--- src/rtl/lzwc_pkg.sv ---
// Shared types and constants for the LZW byte compressor.
// No dependencies; all files but lzwc_ram import it.
`timescale 1ns / 1ps

package lzwc_pkg;

   // Code space and dictionary geometry
   localparam int CODE_BITS   = 12;
   localparam int TABLE_SLOTS = 8192;
   localparam int IDX_W       = $clog2(TABLE_SLOTS);
   localparam int KEY_W       = CODE_BITS + 8;
   localparam int SLOT_W      = 1 + KEY_W + CODE_BITS;
   localparam int LIM_W       = 13;
   localparam int NFC_W       = CODE_BITS + 1;
   localparam int EL_W        = (NFC_W > LIM_W) ? NFC_W : LIM_W;

   localparam int FIRST_FREE  = 256;
   localparam logic [LIM_W-1:0] LIMIT_RESET = LIM_W'(4096);
   localparam logic [15:0] HASH_MULT = 16'd40503;

   // Probe unit operations
   localparam logic [1:0] OP_LOOKUP = 2'd0;
   localparam logic [1:0] OP_INSERT = 2'd1;
   localparam logic [1:0] OP_CLEAR  = 2'd2;

   // One dictionary slot as stored in the RAM
   typedef struct packed {
      logic                 used;
      logic [KEY_W-1:0]     key;
      logic [CODE_BITS-1:0] code;
   } slot_type;

   // Command from the stream controller to the probe unit
   typedef struct packed {
      logic                 valid;
      logic [1:0]           op;
      logic [KEY_W-1:0]     key;
      logic [CODE_BITS-1:0] code;
   } probe_cmd_type;

   // Status from the probe unit back to the stream controller
   typedef struct packed {
      logic                 ready;
      logic                 done;
      logic                 hit;
      logic [CODE_BITS-1:0] code;
      logic                 slot_ok;
   } probe_rsp_type;

   // One result item
   typedef struct packed {
      logic [CODE_BITS-1:0] code;
      logic                 final_res;
   } out_item_type;

endpackage

--- src/rtl/lzwc_outq.sv ---
// Two-entry result queue in front of the rsp channel.
// Depends on lzwc_pkg.
`timescale 1ns / 1ps

module lzwc_outq
   import lzwc_pkg::*;
(
   input  logic         clock,
   input  logic         reset,
   input  logic         push,
   input  out_item_type push_item,
   output logic         full,
   output logic         out_valid,
   input  logic         out_stall,
   output out_item_type out_item
);

   logic [1:0]   cnt_ff, cnt_in;
   out_item_type e0_ff, e0_in;
   out_item_type e1_ff, e1_in;
   logic         pop;

   assign pop       = (cnt_ff != 2'd0) && !out_stall;
   assign full      = (cnt_ff == 2'd2);
   assign out_valid = (cnt_ff != 2'd0);
   assign out_item  = e0_ff;

   // Shift on pop, fill the first free entry on push
   always_comb begin
      cnt_in = cnt_ff;
      e0_in  = e0_ff;
      e1_in  = e1_ff;
      if (pop && push) begin
         if (cnt_ff == 2'd1) begin
            e0_in = push_item;
         end else begin
            e0_in = e1_ff;
            e1_in = push_item;
         end
      end else if (pop) begin
         e0_in  = e1_ff;
         cnt_in = cnt_ff - 2'd1;
      end else if (push) begin
         if (cnt_ff == 2'd0) begin
            e0_in = push_item;
         end else begin
            e1_in = push_item;
         end
         cnt_in = cnt_ff + 2'd1;
      end
   end

   always_ff @(posedge clock) begin
      if (reset) begin
         cnt_ff <= 2'd0;
      end else begin
         cnt_ff <= cnt_in;
      end
   end

   always_ff @(posedge clock) begin
      e0_ff <= e0_in;
      e1_ff <= e1_in;
   end

endmodule

--- config.mk ---
export PLATFORM = sky130hd
export DESIGN_NAME = lzwc_outq
export DESIGN_NICKNAME = d
export VERILOG_FILES = /design/src/rtl/lzwc_pkg.sv /design/src/rtl/lzwc_outq.sv
export SDC_FILE = /design/constraint.sdc
export NUM_CORES = 1
export LEC_CHECK = 0
export ABC_AREA = 0
export BUFFER_PORTS_ARGS = -buffer_cell sky130_fd_sc_hd__buf_2
export CAP_MARGIN = 25
export CELL_PAD_IN_SITES_DETAIL_PLACEMENT = 0
export CELL_PAD_IN_SITES_GLOBAL_PLACEMENT = 1
export CORE_UTILIZATION = 30
export CTS_CLUSTER_SIZE = 14
export DETAILED_ROUTE_END_ITERATION = 10
export PLACE_DENSITY = 0.57
export SETUP_SLACK_MARGIN = 0.4
export SLEW_MARGIN = 25
export SYNTH_ARGS = -nofsm -noshare
export SYNTH_HDL_FRONTEND = slang
export SYNTH_SLANG_ARGS = --single-unit
--- constraint.sdc ---
create_clock -name clock -period 5.8 [get_ports clock]
set_clock_uncertainty 0.1 [all_clocks]
set_input_delay 0.29 -clock clock [delete_from_list [all_inputs] [get_ports clock]]
set_output_delay 0.29 -clock clock [all_outputs]
set_load 0.01 [all_outputs]
==> impl_metrics.tcl <==
set metrics [dict create \
    ys_ff_latch 28 \
    grtUsageMet2_pct 16.9 \
    synth_top_family_by_area "multiplexers" \
    clkLatencyLatePin_ps 270 \
    ir_drop_uv 120 \
    cts.path.max_buffers 2 \
    placed_cell_area_sq_mm 0.00140 \
    drt_iter0_drc 27 \
    drc_errors 0 \
    ff2ff_setup_slack_ps 3090 \
    cts_resized 0 \
    die_area_sq_mm 0.00420 \
    startpoint_type "register" \
    synth.area.top_cells "edfxtp_1 66%, mux2_4 13%, ha_1 5.3%" \
    r2r_end "out_item[8]" \
    place_congestion 0.650 \
    cp_slowest_cell "nor2_2" \
    grt_pass1_vias 623 \
    grt_overflow 0 \
    min_to "cnt_ff[0]" \
    wl_per_cell_microns 12.4 \
    syn_avg_cell_area_sq_um 18.5 \
    finish.net_count 122 \
    max_freq_ghz 0.369 \
    synth_common_cells "26 x edfxtp_1, 10 x mux2_4, 5 x ha_1, 4 x inv_1, 4 x nor2_1" \
    cp.arrival_ps 2640 \
    rsz0062_at_grt "false" \
    min_path_cells 2 \
    tightest_slew_ps 900 \
    synth_compound_area_share_pct 1.48 \
    path_cells "inv_1 -> ha_1 -> nor2_1 -> ha_1 -> nor3_2 -> nor2_2 -> mux2_2" \
    synth_fp_nets 86 \
    multi_input_area_sq_um 339 \
    fin_ws_ps 3090 \
    synthAdderAreaFrac_pct 5.29 \
    clkTransAtPathRegs_ps 90 \
    leakagePower_nw 0.619 \
    grtUsageTotal_pct 9.05 \
    fillCellCount 382 \
    first_pass_iters 4 \
    antenna_found_initial 0 \
    pre_cts_slack_ps 3040 \
    reg2regPathDepth 7 \
    drv_cap 0 \
    cp_slowest_stage_delay_ps 700 \
    post-route-util_pct 39.1 \
    area_growth_pct 22.7 \
    synth_mux_area_share_pct 16.4 \
    synthSimpleGateAreaFrac_pct 3.81 \
    fp-row-count 22 \
    synth.cell_area_sq_mm 0.00118 \
    period_needed_ps 2710 \
    numCtsBuffers 3 \
    cp_common_cell "ha_1" \
    ctsHoldBuffers 0 \
    period_share_pct 46.7 \
    ant_nets 0 \
    antenna_cells 0 \
    gr-max-usage-layer "met2" \
    powerDensity_mw_per_mm2 490 \
    cts_root_buffer "clkbuf_8" \
    yosysTopAreaCell "edfxtp_1" \
    synth-edff-count 26 \
    hp-start "reset" \
    placeableCoreArea_sq_mm 0.00372 \
    finalSetupTns_ps 0 \
    critPathRequiredTime_ps 5730 \
    seqCellArea_sq_um 821 \
    syn_inst 64 \
    fp.dieH_microns 64.8 \
    ioPinCount 32 \
    ys.flop_type "edfxtp_1" \
    hold_viol_final 0 \
    criticalPathCategory "reg2reg" \
    status "completed" \
    wl_mm 1.83 \
    ys_warn_count 0 \
    worstSetupEndpointType "register" \
    die_w_microns 64.8 \
    io_buffers 31 \
    stdcell_count 147 \
    cts_htree_levels 1 \
    synthXorXnorAreaFrac_pct 1.48 \
    final_area_sq_mm 0.00145 \
    hold_path.class "in2reg" \
    synthArstFlopShare_pct 0 \
    postCtsSetupRepairBufs 0 \
    use_met3_pct 1.58 \
    drive_gt1_share_pct 53.5 \
    critPathMaxFanout 13 \
    grt_pass1_wl_mm 2.73 \
    yosysMostFrequentCell "edfxtp_1" \
    vias_per_cell 4.19 \
    use_met1_pct 9.38 \
    start_util_pct 31.9 \
    drv_slew 0 \
    timing.rr.start "cnt_ff[0]" \
    tritoncts "done" \
    grt_max_degree 16 \
    setup_viol 0 \
    synth.distinct_cells 15 \
    dp_cells 143 \
    vias 616 \
    yosysSeqAreaShare_pct 69.3 \
    clock_sinks 28 \
    maxSlewHeadroom_pct 39.9 \
    synth_top_cell_area_share_pct 66.0 \
]
-- cell type report --
cell class              count  share of cell area [%]
clock buffers               4                    3.79
inverters                   4                    1.03
multi-input cells          31                    23.3
flip-flops and latches     28                    56.5
well taps                  48                    4.13
repair buffers             32                    11.2
-- stage by stage --
step / hold slack [ps] / power [mW]
2_1_floorplan: 262 / 0.527
3_3_place_gp: 365 / 0.601
3_5_place_dp: 373 / 0.607
4_1_cts: 80.8 / 0.725
5_1_grt: 78.8 / 0.753
6_report: 82.9 / 0.712
-- worst max-delay path by stage --
| stage | from | end | slack [ps] | cells after the start |
|---|---|---|---|---|
| after floorplan | cnt_ff[0] | e1_ff[0] | 3470 | 7 |
| after global placement | cnt_ff[0] | e1_ff[4] | 3110 | 7 |
| after detailed placement | cnt_ff[0] | out_item[8] | 3040 | 7 |
| after CTS | cnt_ff[0] | out_item[8] | 3010 | 7 |
| after global routing | cnt_ff[0] | out_item[9] | 2870 | 7 |
| final | cnt_ff[0] | out_item[8] | 3090 | 7 |
-- power breakdown --
part           switching (mW)  internal (mW)
combinational           0.136          0.120
clock                  0.0558         0.0606
sequential             0.0209          0.320
total                   0.212          0.500
-- worst max-delay path: cells and delay by family (launching register included) --
family / cells / cell delay, ps
flops: 1 / 380
buf+inv: 1 / 70
mux: 1 / 410
fa+ha+maj: 2 / 500
simple gates: 3 / 1010
-- kinds of logic after synthesis --
kind of cell    after synthesis
simple gates                  7
buf+inv                       5
xor+xnor                      2
mux                          14
fa+ha+maj                     5
flops                        28
compound gates                3
-- per-layer routing --
layer	wire, microns	part of all wire [%]	vias up
met1	819	45	298
met2	955	52	15
met5	0	0	-
li1	-	-	303
met3	55	3.0	0
met4	0	0	0
-- sequential cells by signal (all words and copies together), names as in the netlist --
register and count:
e1_ff 13, out_item 13, cnt_ff 2
-- cells in the final DEF (no fill, tap or decap) --
master / instances
nor2b_4: 1
ha_1: 5
mux2_2: 3
buf_4: 1
mux2_4: 10
xor2_1: 2
a21oi_1: 2
nor3_2: 1
o21a_1: 1
nor2_1: 3
edfxtp_1: 26
buf_2: 31
mux2i_1: 1
dfxtp_1: 2
clkbuf_8: 4
nor2_2: 2
inv_1: 4
Power figures use the tool's default switching activity.
